**config.mk**
```make
export PLATFORM = sky130hd
export DESIGN_NAME = multinomial_mode_isotope_shift_unit
export DESIGN_NICKNAME = d
export VERILOG_FILES = /design/src/sv/mmis_pkg.sv /design/src/sv/multinomial_mode_isotope_shift_unit.sv /design/src/sv/mmis_regs.sv /design/src/sv/mmis_core.sv
export SDC_FILE = /design/constraint.sdc
export NUM_CORES = 2
export LEC_CHECK = 0
export BUFFER_PORTS_ARGS = -buffer_cell sky130_fd_sc_hd__buf_4
export CAP_MARGIN = 20
export CORE_AREA = 2 2 387 274
export DETAILED_ROUTE_END_ITERATION = 6
export DIE_AREA = 0 0 389 276
export GPL_TIMING_DRIVEN = 1
export PLACE_DENSITY_LB_ADDON = 0.2
export SLEW_MARGIN = 0
export SYNTH_ARGS = -nofsm -noshare
export SYNTH_HDL_FRONTEND = slang
export SYNTH_SLANG_ARGS = --single-unit
```
**constraint.sdc**
```tcl
create_clock -name aclk -period 13.54 [get_ports aclk]
set_clock_uncertainty 0.15 [all_clocks]
set_input_delay 4.062 -clock aclk [delete_from_list [all_inputs] [get_ports aclk]]
set_output_delay 4.062 -clock aclk [all_outputs]
set_load 0.05 [all_outputs]
```
**src/sv/mmis_pkg.sv**
```systemverilog
// ----------------------------------------------------------------------------
// mmis_pkg
// Shared widths, register codes, types and helpers of the multinomial mode
// isotope shift unit.
// ----------------------------------------------------------------------------
package mmis_pkg;

    // field and register widths
    localparam int NumSlots  = 4;
    localparam int IdxW      = 2;
    localparam int IsoW      = 3;
    localparam int AtomW     = 12;
    localparam int CountW    = 12;
    localparam int ProbW     = 25;
    localparam int DeltaW    = 28;
    localparam int FracBits  = 24;
    localparam int ExactW    = 40;
    localparam int NomW      = 16;

    // shared multiplier and accumulators
    localparam int MulAW     = DeltaW;
    localparam int MulBW     = CountW + 1;
    localparam int ProdW     = MulAW + MulBW;
    localparam int KeyW      = ProbW + MulBW;
    localparam int ExactAccW = ExactW + 2;
    localparam int NomAccW   = NomW + 2;
    localparam int RoundW    = DeltaW + 1 - FracBits;

    // stream and apb widths
    localparam int SDataW    = 16;
    localparam int MDataW    = NumSlots * CountW + ExactW + NomW;
    localparam int CfgAddrW  = 5;
    localparam int CfgDataW  = 32;

    // reset values
    localparam logic [IsoW-1:0]  IsoCountReset = IsoW'(2);
    localparam logic [ProbW-1:0] ProbOne       = ProbW'(1) << FracBits;

    // register map, index = paddr[4:2]
    typedef enum logic [2:0] {
        REG_ISOTOPE_COUNT = 3'd0,
        REG_PROB_0        = 3'd1,
        REG_PROB_1        = 3'd2,
        REG_PROB_2        = 3'd3,
        REG_PROB_3        = 3'd4,
        REG_DELTA_1       = 3'd5,
        REG_DELTA_2       = 3'd6,
        REG_DELTA_3       = 3'd7
    } reg_idx_t;

    // configuration seen by the sequencer
    typedef struct packed {
        logic [IsoW-1:0]                   isotope_count;
        logic [NumSlots-1:0][ProbW-1:0]    prob;
        logic [NumSlots-1:0][DeltaW-1:0]   delta;
    } cfg_t;

    // one finished result
    typedef struct packed {
        logic [NumSlots-1:0][CountW-1:0]   count;
        logic [ExactW-1:0]                 exact_shift;
        logic [NomW-1:0]                   nominal_shift;
    } result_t;

    // delta rounded half up to whole daltons
    function automatic logic [RoundW-1:0] round_delta(input logic [DeltaW-1:0] d);
        logic [DeltaW:0] s;
        s = {1'b0, d} + ((DeltaW + 1)'(1) << (FracBits - 1));
        return s[DeltaW:FracBits];
    endfunction

endpackage

```
**src/sv/multinomial_mode_isotope_shift_unit.sv**
```systemverilog
// ----------------------------------------------------------------------------
// multinomial_mode_isotope_shift_unit
// Modal isotope-count vector of a multinomial distribution and its mass shift.
// ----------------------------------------------------------------------------
// Usage:
//   s_ channel carries one atom count per transaction; m_ channel returns the
//   modal counts of up to four isotopes with the exact and nominal mass
//   shifts. Probabilities and deltas are set through the APB port while the
//   block is idle; the block itself does not enforce this.
//   An item holds up to 4095 atoms over up to four isotopes. Its run time is
//   set by the single shared 28x13 multiplier: each comparison of two
//   isotopes is two products, and each shift term is two more.
//   s_tready is high only while the sequencer is idle; one item is in work
//   at a time.
//   The finished result sits in an output register, so a new item can be
//   accepted while m_tready holds it stalled; a second result then waits in
//   the sequencer until the register frees.
//   Reset (aresetn low, synchronous) empties the output register, returns the
//   sequencer to idle and loads the register defaults (two isotopes, prob_0
//   of one, everything else zero).
// ----------------------------------------------------------------------------
module multinomial_mode_isotope_shift_unit (
    input  logic                             aclk,
    input  logic                             aresetn,
    // atom_count [11:0]
    input  logic                             s_tvalid,
    output logic                             s_tready,
    input  logic [mmis_pkg::SDataW-1:0]      s_tdata,
    // count_0 [11:0], count_1 [23:12], count_2 [35:24], count_3 [47:36],
    // exact_shift [87:48], nominal_shift [103:88]
    output logic                             m_tvalid,
    input  logic                             m_tready,
    output logic [mmis_pkg::MDataW-1:0]      m_tdata,
    input  logic                             psel,
    input  logic                             penable,
    input  logic                             pwrite,
    input  logic [mmis_pkg::CfgAddrW-1:0]    paddr,
    input  logic [mmis_pkg::CfgDataW-1:0]    pwdata,
    output logic [mmis_pkg::CfgDataW-1:0]    prdata,
    output logic                             pready
);
    import mmis_pkg::*;

    cfg_t              cfg;
    result_t           core_result;
    logic              core_idle;
    logic              core_done;
    logic              out_free;
    logic              out_vld_reg, out_vld_next;
    logic [MDataW-1:0] out_data_reg, out_data_next;

    // configuration registers
    mmis_regs u_regs (
        .aclk    (aclk),
        .aresetn (aresetn),
        .psel    (psel),
        .penable (penable),
        .pwrite  (pwrite),
        .paddr   (paddr),
        .pwdata  (pwdata),
        .prdata  (prdata),
        .pready  (pready),
        .cfg     (cfg)
    );

    // sequencer with shared multiplier
    mmis_core u_core (
        .aclk       (aclk),
        .aresetn    (aresetn),
        .cfg        (cfg),
        .start      (s_tvalid && s_tready),
        .atom_count (s_tdata[AtomW-1:0]),
        .idle       (core_idle),
        .done_valid (core_done),
        .done_take  (out_free),
        .result     (core_result)
    );

    assign s_tready = core_idle;
    assign out_free = !out_vld_reg || m_tready;

    // output register
    always_comb begin
        out_vld_next  = out_vld_reg;
        out_data_next = out_data_reg;
        if (out_free) begin
            out_vld_next = core_done;
            if (core_done) begin
                out_data_next = {core_result.nominal_shift,
                                 core_result.exact_shift,
                                 core_result.count[3],
                                 core_result.count[2],
                                 core_result.count[1],
                                 core_result.count[0]};
            end
        end
    end

    always_ff @(posedge aclk) begin
        if (!aresetn) begin
            out_vld_reg <= 1'b0;
        end else begin
            out_vld_reg <= out_vld_next;
        end
    end

    always_ff @(posedge aclk) begin
        out_data_reg <= out_data_next;
    end

    assign m_tvalid = out_vld_reg;
    assign m_tdata  = out_data_reg;

endmodule

```
**src/sv/mmis_regs.sv**
```systemverilog
// ----------------------------------------------------------------------------
// mmis_regs
// APB register file holding isotope count, probabilities and mass deltas.
// ----------------------------------------------------------------------------
module mmis_regs (
    input  logic                      aclk,
    input  logic                      aresetn,
    input  logic                      psel,
    input  logic                      penable,
    input  logic                      pwrite,
    input  logic [mmis_pkg::CfgAddrW-1:0] paddr,
    input  logic [mmis_pkg::CfgDataW-1:0] pwdata,
    output logic [mmis_pkg::CfgDataW-1:0] prdata,
    output logic                      pready,
    output mmis_pkg::cfg_t            cfg
);
    import mmis_pkg::*;

    cfg_t     cfg_reg;
    reg_idx_t reg_idx;
    logic     wr_en;

    assign pready  = 1'b1;
    assign reg_idx = reg_idx_t'(paddr[CfgAddrW-1:2]);
    assign wr_en   = psel && penable && pwrite && pready;
    assign cfg     = cfg_reg;

    // register writes
    always_ff @(posedge aclk) begin
        if (!aresetn) begin
            cfg_reg.isotope_count <= IsoCountReset;
            cfg_reg.prob          <= {{((NumSlots - 1) * ProbW){1'b0}}, ProbOne};
            cfg_reg.delta         <= '0;
        end else if (wr_en) begin
            case (reg_idx)
                REG_ISOTOPE_COUNT: cfg_reg.isotope_count <= pwdata[IsoW-1:0];
                REG_PROB_0:        cfg_reg.prob[0]       <= pwdata[ProbW-1:0];
                REG_PROB_1:        cfg_reg.prob[1]       <= pwdata[ProbW-1:0];
                REG_PROB_2:        cfg_reg.prob[2]       <= pwdata[ProbW-1:0];
                REG_PROB_3:        cfg_reg.prob[3]       <= pwdata[ProbW-1:0];
                REG_DELTA_1:       cfg_reg.delta[1]      <= pwdata[DeltaW-1:0];
                REG_DELTA_2:       cfg_reg.delta[2]      <= pwdata[DeltaW-1:0];
                REG_DELTA_3:       cfg_reg.delta[3]      <= pwdata[DeltaW-1:0];
                default: ;
            endcase
        end
    end

    // read back
    always_comb begin
        case (reg_idx)
            REG_ISOTOPE_COUNT: prdata = CfgDataW'(cfg_reg.isotope_count);
            REG_PROB_0:        prdata = CfgDataW'(cfg_reg.prob[0]);
            REG_PROB_1:        prdata = CfgDataW'(cfg_reg.prob[1]);
            REG_PROB_2:        prdata = CfgDataW'(cfg_reg.prob[2]);
            REG_PROB_3:        prdata = CfgDataW'(cfg_reg.prob[3]);
            REG_DELTA_1:       prdata = CfgDataW'(cfg_reg.delta[1]);
            REG_DELTA_2:       prdata = CfgDataW'(cfg_reg.delta[2]);
            REG_DELTA_3:       prdata = CfgDataW'(cfg_reg.delta[3]);
            default:           prdata = '0;
        endcase
    end

endmodule

```
**src/sv/mmis_core.sv**
```systemverilog
// ----------------------------------------------------------------------------
// mmis_core
// Sequencer around one shared multiplier: greedy atom placement by
// cross-multiplied comparison, then mass shift accumulation.
// ----------------------------------------------------------------------------
module mmis_core (
    input  logic                       aclk,
    input  logic                       aresetn,
    input  mmis_pkg::cfg_t             cfg,
    input  logic                       start,
    input  logic [mmis_pkg::AtomW-1:0] atom_count,
    output logic                       idle,
    output logic                       done_valid,
    input  logic                       done_take,
    output mmis_pkg::result_t          result
);
    import mmis_pkg::*;

    typedef enum logic [5:0] {
        ST_IDLE  = 6'b000001,
        ST_PICK  = 6'b000010,
        ST_CMP   = 6'b000100,
        ST_SUM_X = 6'b001000,
        ST_SUM_N = 6'b010000,
        ST_DONE  = 6'b100000
    } state_t;

    state_t                          state_reg, state_next;
    logic [AtomW-1:0]                atoms_reg, atoms_next;
    logic [IsoW-1:0]                 n_reg, n_next;
    logic [IdxW-1:0]                 idx_reg, idx_next;
    logic                            best_vld_reg, best_vld_next;
    logic [IdxW-1:0]                 best_idx_reg, best_idx_next;
    logic [ProbW-1:0]                best_prob_reg, best_prob_next;
    logic [CountW-1:0]               best_cnt_reg, best_cnt_next;
    logic [NumSlots-1:0][CountW-1:0] cnt_reg, cnt_next;
    logic [KeyW-1:0]                 lhs_reg, lhs_next;
    logic [ExactAccW-1:0]            exact_reg, exact_next;
    logic [NomAccW-1:0]              nom_reg, nom_next;

    logic [IsoW-1:0]   n_sat;
    logic [ProbW-1:0]  cur_prob;
    logic [CountW-1:0] cur_cnt;
    logic [DeltaW-1:0] cur_delta;
    logic              is_last;
    logic [MulAW-1:0]  mul_a;
    logic [MulBW-1:0]  mul_b;
    logic [ProdW-1:0]  product;

    // candidate under test
    assign cur_prob  = cfg.prob[idx_reg];
    assign cur_cnt   = cnt_reg[idx_reg];
    assign cur_delta = cfg.delta[idx_reg];
    assign is_last   = ({1'b0, idx_reg} == (n_reg - IsoW'(1)));
    assign n_sat     = (cfg.isotope_count > IsoW'(NumSlots)) ? IsoW'(NumSlots)
                                                               : cfg.isotope_count;

    // shared multiplier operand select
    always_comb begin
        case (state_reg)
            ST_PICK: begin
                mul_a = MulAW'(cur_prob);
                mul_b = {1'b0, best_cnt_reg} + MulBW'(1);
            end
            ST_CMP: begin
                mul_a = MulAW'(best_prob_reg);
                mul_b = {1'b0, cur_cnt} + MulBW'(1);
            end
            ST_SUM_X: begin
                mul_a = cur_delta;
                mul_b = {1'b0, cur_cnt};
            end
            ST_SUM_N: begin
                mul_a = MulAW'(round_delta(cur_delta));
                mul_b = {1'b0, cur_cnt};
            end
            default: begin
                mul_a = '0;
                mul_b = '0;
            end
        endcase
    end

    assign product = ProdW'(mul_a) * ProdW'(mul_b);

    // sequencer
    always_comb begin
        logic advance;
        logic alloc_end;
        logic nb_vld;
        logic [IdxW-1:0]   nb_idx;
        logic [ProbW-1:0]  nb_prob;
        logic [CountW-1:0] nb_cnt;

        state_next     = state_reg;
        atoms_next     = atoms_reg;
        n_next         = n_reg;
        idx_next       = idx_reg;
        best_vld_next  = best_vld_reg;
        best_idx_next  = best_idx_reg;
        best_prob_next = best_prob_reg;
        best_cnt_next  = best_cnt_reg;
        cnt_next       = cnt_reg;
        lhs_next       = lhs_reg;
        exact_next     = exact_reg;
        nom_next       = nom_reg;

        advance   = 1'b0;
        alloc_end = 1'b0;
        nb_vld    = best_vld_reg;
        nb_idx    = best_idx_reg;
        nb_prob   = best_prob_reg;
        nb_cnt    = best_cnt_reg;

        case (state_reg)
            ST_IDLE: begin
                if (start) begin
                    atoms_next    = atom_count;
                    n_next        = n_sat;
                    idx_next      = '0;
                    best_vld_next = 1'b0;
                    cnt_next      = '0;
                    exact_next    = '0;
                    nom_next      = '0;
                    if (atom_count == '0 || n_sat == '0) begin
                        state_next = ST_DONE;
                    end else begin
                        state_next = ST_PICK;
                    end
                end
            end
            // zero probability skips, first live isotope becomes best,
            // otherwise form p_i * (count_best + 1)
            ST_PICK: begin
                if (cur_prob == '0) begin
                    advance = 1'b1;
                end else if (!best_vld_reg) begin
                    nb_vld  = 1'b1;
                    nb_idx  = idx_reg;
                    nb_prob = cur_prob;
                    nb_cnt  = cur_cnt;
                    advance = 1'b1;
                end else begin
                    lhs_next   = product[KeyW-1:0];
                    state_next = ST_CMP;
                end
            end
            // strict greater replaces, so ties keep the lower index
            ST_CMP: begin
                if (lhs_reg > product[KeyW-1:0]) begin
                    nb_vld  = 1'b1;
                    nb_idx  = idx_reg;
                    nb_prob = cur_prob;
                    nb_cnt  = cur_cnt;
                end
                advance = 1'b1;
            end
            ST_SUM_X: begin
                exact_next = exact_reg + ExactAccW'(product);
                state_next = ST_SUM_N;
            end
            ST_SUM_N: begin
                nom_next = nom_reg + product[NomAccW-1:0];
                if (is_last) begin
                    state_next = ST_DONE;
                end else begin
                    idx_next   = idx_reg + IdxW'(1);
                    state_next = ST_SUM_X;
                end
            end
            ST_DONE: begin
                if (done_take) begin
                    state_next = ST_IDLE;
                end
            end
            default: begin
                state_next = ST_IDLE;
            end
        endcase

        // end of a candidate: next candidate, or place the atom
        if (advance) begin
            best_vld_next  = nb_vld;
            best_idx_next  = nb_idx;
            best_prob_next = nb_prob;
            best_cnt_next  = nb_cnt;
            if (!is_last) begin
                idx_next   = idx_reg + IdxW'(1);
                state_next = ST_PICK;
            end else if (!nb_vld) begin
                alloc_end = 1'b1;
            end else begin
                cnt_next[nb_idx] = cnt_reg[nb_idx] + CountW'(1);
                atoms_next       = atoms_reg - AtomW'(1);
                if (atoms_reg == AtomW'(1)) begin
                    alloc_end = 1'b1;
                end else begin
                    idx_next      = '0;
                    best_vld_next = 1'b0;
                    state_next    = ST_PICK;
                end
            end
        end

        // allocation finished, shifts over isotopes one and up
        if (alloc_end) begin
            if (n_reg > IsoW'(1)) begin
                idx_next   = IdxW'(1);
                state_next = ST_SUM_X;
            end else begin
                state_next = ST_DONE;
            end
        end
    end

    // control state
    always_ff @(posedge aclk) begin
        if (!aresetn) begin
            state_reg    <= ST_IDLE;
            best_vld_reg <= 1'b0;
        end else begin
            state_reg    <= state_next;
            best_vld_reg <= best_vld_next;
        end
    end

    // datapath state
    always_ff @(posedge aclk) begin
        atoms_reg     <= atoms_next;
        n_reg         <= n_next;
        idx_reg       <= idx_next;
        best_idx_reg  <= best_idx_next;
        best_prob_reg <= best_prob_next;
        best_cnt_reg  <= best_cnt_next;
        cnt_reg       <= cnt_next;
        lhs_reg       <= lhs_next;
        exact_reg     <= exact_next;
        nom_reg       <= nom_next;
    end

    // result with saturation
    assign idle                 = (state_reg == ST_IDLE);
    assign done_valid           = (state_reg == ST_DONE);
    assign result.count         = cnt_reg;
    assign result.exact_shift   = (|exact_reg[ExactAccW-1:ExactW]) ? {ExactW{1'b1}}
                                                                   : exact_reg[ExactW-1:0];
    assign result.nominal_shift = (|nom_reg[NomAccW-1:NomW]) ? {NomW{1'b1}}
                                                             : nom_reg[NomW-1:0];

endmodule
```
==> summary.txt <==
Clk slew on worst S/H paths: 0.07 ns
Post-synthesis cell area: 0.03813 sq mm
HP Class: flop to flop
Most frequent cell after synthesis: nand2_1
Cell count after synthesis: 4093
Worst r2r src: u_core.idx_reg[0]
RR Endpoint: u_core.result[76]
Period utilization: 94.70%
Yosys reg bits: 501
Top cell type by total area after synthesis: edfxtp_1
Clock tree buffer depth: 3
Hold Crit Depth: 1
Via count: 30747
Worst path required time: 13.95 ns
CORE AREA: 0.1036 sq mm
Rel. slew slack: 24.87%
Initial antenna violation count: 1
TNS Setup: 0 ns
Ys async rst share: 0%
Worst-path maximum fanout: 37
Final Util: 42.16%
Total power draw: 3.929 mW
Number of synthesis warnings: 0
CTS Sinks: 501
Post-synth top cells: nand2_1 (767), inv_1 (405), fa_1 (288), dfxtp_1 (257), nor2_1 (257)
Register area share after synthesis: 32.71%
Layout Nets: 4798
Slew Viols, Final: 0
Finished Cell Area: 0.04366 sq mm
Via count of the first global-routing pass: 30184
CTS tree: done
WL/cell: 20.37 um
Area contributors post-synth: edfxtp_1 (19%), fa_1 (15%), dfxtp_1 (13%), nand2_1 (7.6%), ha_1 (5.7%)
Crit path time final: 12.82 ns
H-tree depth: 2
Worst R2R Setup Slack: 0.72 ns
CP Launch Type: flop
Port bufs: 183
Max reg flops: 187
Clock Latency Late Sink: 0.65 ns
Drc violations: 0
Root Driver: clkbuf_16
Largest net degree at the start of global routing: 114
Die Height: 276 um
Worst Tran Pin Value: 1.124 ns
Num ports: 199
Outcome: complete, no violations
Final setup vio count: 0
Detailed Route Iter0 Violations: 2539
First-pass GRT wire length: 180900 um
Rows: 99
Dpl ws: 0.3066 ns
Post-route ant nets: 0
DRT Pass-1 Iters: 5
R2R depth: 44
GP Congestion: 0.8811
Vias per inst: 5.406
Initial Utilization: 36.82%
Num CTS Buffers: 57
CP Capture Type: flop
Placed Area: 0.04160 sq mm
CTS Hold Bufs: 0
Setup WS post-layout: 0.7182 ns
Yosys top cell area share: 19.22%
Metal1 wirelength: 56670 um
MaxCap Viol Count: 0
P per Cell Area: 90.00 mW/mm^2
Post-synth cell types: 107
Final hold violation count: 0
Layout area overhead: 14.51%
Crit-path slowest cell: buf_4
CP Class: flop to flop
Dpl hpwl: 84230 um
Die area: 0.1074 sq mm
Share of cells above drive strength 1: 13.67%
Wire length on met3: 7325 um
Avg Cell Area, Syn: 9.315 sq um
Number of synthesized flops with an enable pin: 244
Fmax: 77.99 MHz
GR Overflow Total: 0
Met2 wire length: 49600 um
Final WL: 115900 um
Critical path arrival: 13.23 ns
Hold Path Origin: u_core.atoms_reg[11]
LEAKAGE: 17.28 nW
Die W: 389 um
Max Used Layer: met4
Synth Flop Type: dfxtp_1
Worst IR drop on VDD: 103.5 uV
Hold EP: u_core.atoms_reg[11]
CP peak stage delay: 0.65 ns
GRT Overall Usage: 21.36%
[cells by family (layout without fill, tap and decap cells)]
| kind of cell | after synthesis | count (layout) | synth area share, % |
|---|---|---|---|
| adder cells (fa/ha/maj) | 465 | 465 | 20.90 |
| multiplexers | 166 | 166 | 6.156 |
| AO/OA/AOI/OAI | 746 | 746 | 13.74 |
| flip-flops | 501 | 501 | 32.71 |
| XOR/XNOR | 121 | 121 | 2.957 |
| other | 2 | 10 | 0.01970 |
| buffers and inverters | 619 | 843 | 6.202 |
| AND/OR/NAND/NOR | 1473 | 1473 | 17.31 |
[power by group]
part	switching, mW	internal, mW
registers	0.0592	1.66
logic	0.387	0.202
clock network	0.683	0.935
[layout make-up]
type | instances | area [sq um]
antenna | 2 | 5.005
clock buffer | 74 | 1573
clock inverter | 31 | 352.8
fill | 10215 | 59900
inverter | 408 | 1531
multi-input combinational | 2979 | 23470
sequential | 501 | 12480
tap | 1363 | 1705
timing repair buffer | 330 | 2539
[critical path: cells and delay by family (launching register included)]
kind | cells | cell delay [ns]
adder cells (fa/ha/maj) | 8 | 3.34
AO/OA/AOI/OAI | 14 | 3.11
AND/OR/NAND/NOR | 9 | 2.39
buffers and inverters | 8 | 1.91
multiplexers | 3 | 0.98
flip-flops | 1 | 0.49
XOR/XNOR | 2 | 0.30
[stage by stage]
| stage | std cells | hold WS (ns) |
|---|---|---|
| 6_report | 5688 | 0.3143 |
| 5_1_grt | 5686 | 0.3473 |
| 4_1_cts | 5679 | 0.3170 |
| 3_5_place_dp | 5574 | 0.3093 |
| 3_3_place_gp | 5574 | 0.3038 |
| 2_1_floorplan | 4099 | 0.2875 |
[how the worst max path moves through the flow]
| stage | start | endpoint | cells past startpoint |
|---|---|---|---|
| floorplan | u_core.idx_reg[0] | u_core.result[76] | 50 |
| CTS | u_core.state_reg[0] | u_core.result[76] | 50 |
| detailed placement | u_core.state_reg[0] | u_core.result[76] | 50 |
| global placement | u_core.state_reg[0] | u_core.result[76] | 50 |
| finish | u_core.idx_reg[0] | u_core.result[76] | 44 |
| global route | u_core.state_reg[0] | u_core.result[76] | 49 |
[metal layers]
layer  global-route usage (%)  vias to the layer above
li1                         -                    14374
met1                    32.49                    15319
met2                    32.04                      908
met3                    3.021                      146
met4                    4.442                        0
met5                        0                        -
[layout by cell type (no fill, tap or decap), types with 12 or more instances in the layout]
cell,synthesis,routed
a22oi_1,51,50
or3_1,67,67
inv_1,405,403
edfxtp_1,244,244
mux2i_1,64,63
ha_1,173,173
a31oi_1,18,18
nor2b_1,64,63
xor2_1,49,49
o21ai_0,91,88
fa_1,288,288
nand3_1,98,97
o22ai_1,12,12
and3_1,17,16
nand2_1,767,759
o21ai_1,17,20
mux4_2,48,48
and2_1,28,28
o21a_1,13,13
a221o_1,12,12
buf_4,6,324
nand2b_1,24,24
a21o_1,33,33
xnor2_1,67,67
o211ai_1,20,20
mux2_2,51,51
nor2_1,257,249
nor3_1,52,51
a221oi_1,30,30
a211oi_1,22,22
dfxtp_1,257,255
nor4_1,15,13
nand4_1,25,25
clkbuf_16,0,59
o21bai_1,22,22
a21boi_0,189,189
a21oi_1,132,130
[timing repair]
| action | 4_1_cts | 5_1_grt |
|---|---|---|
| buffers inserted | 0 | 5 |
| gates resized for setup | 0 | 13 |
| setup endpoints to repair | 0 | 43 |
| hold endpoints to repair | 0 | 0 |
No activity file was read; power rests on OpenSTA's default activity.
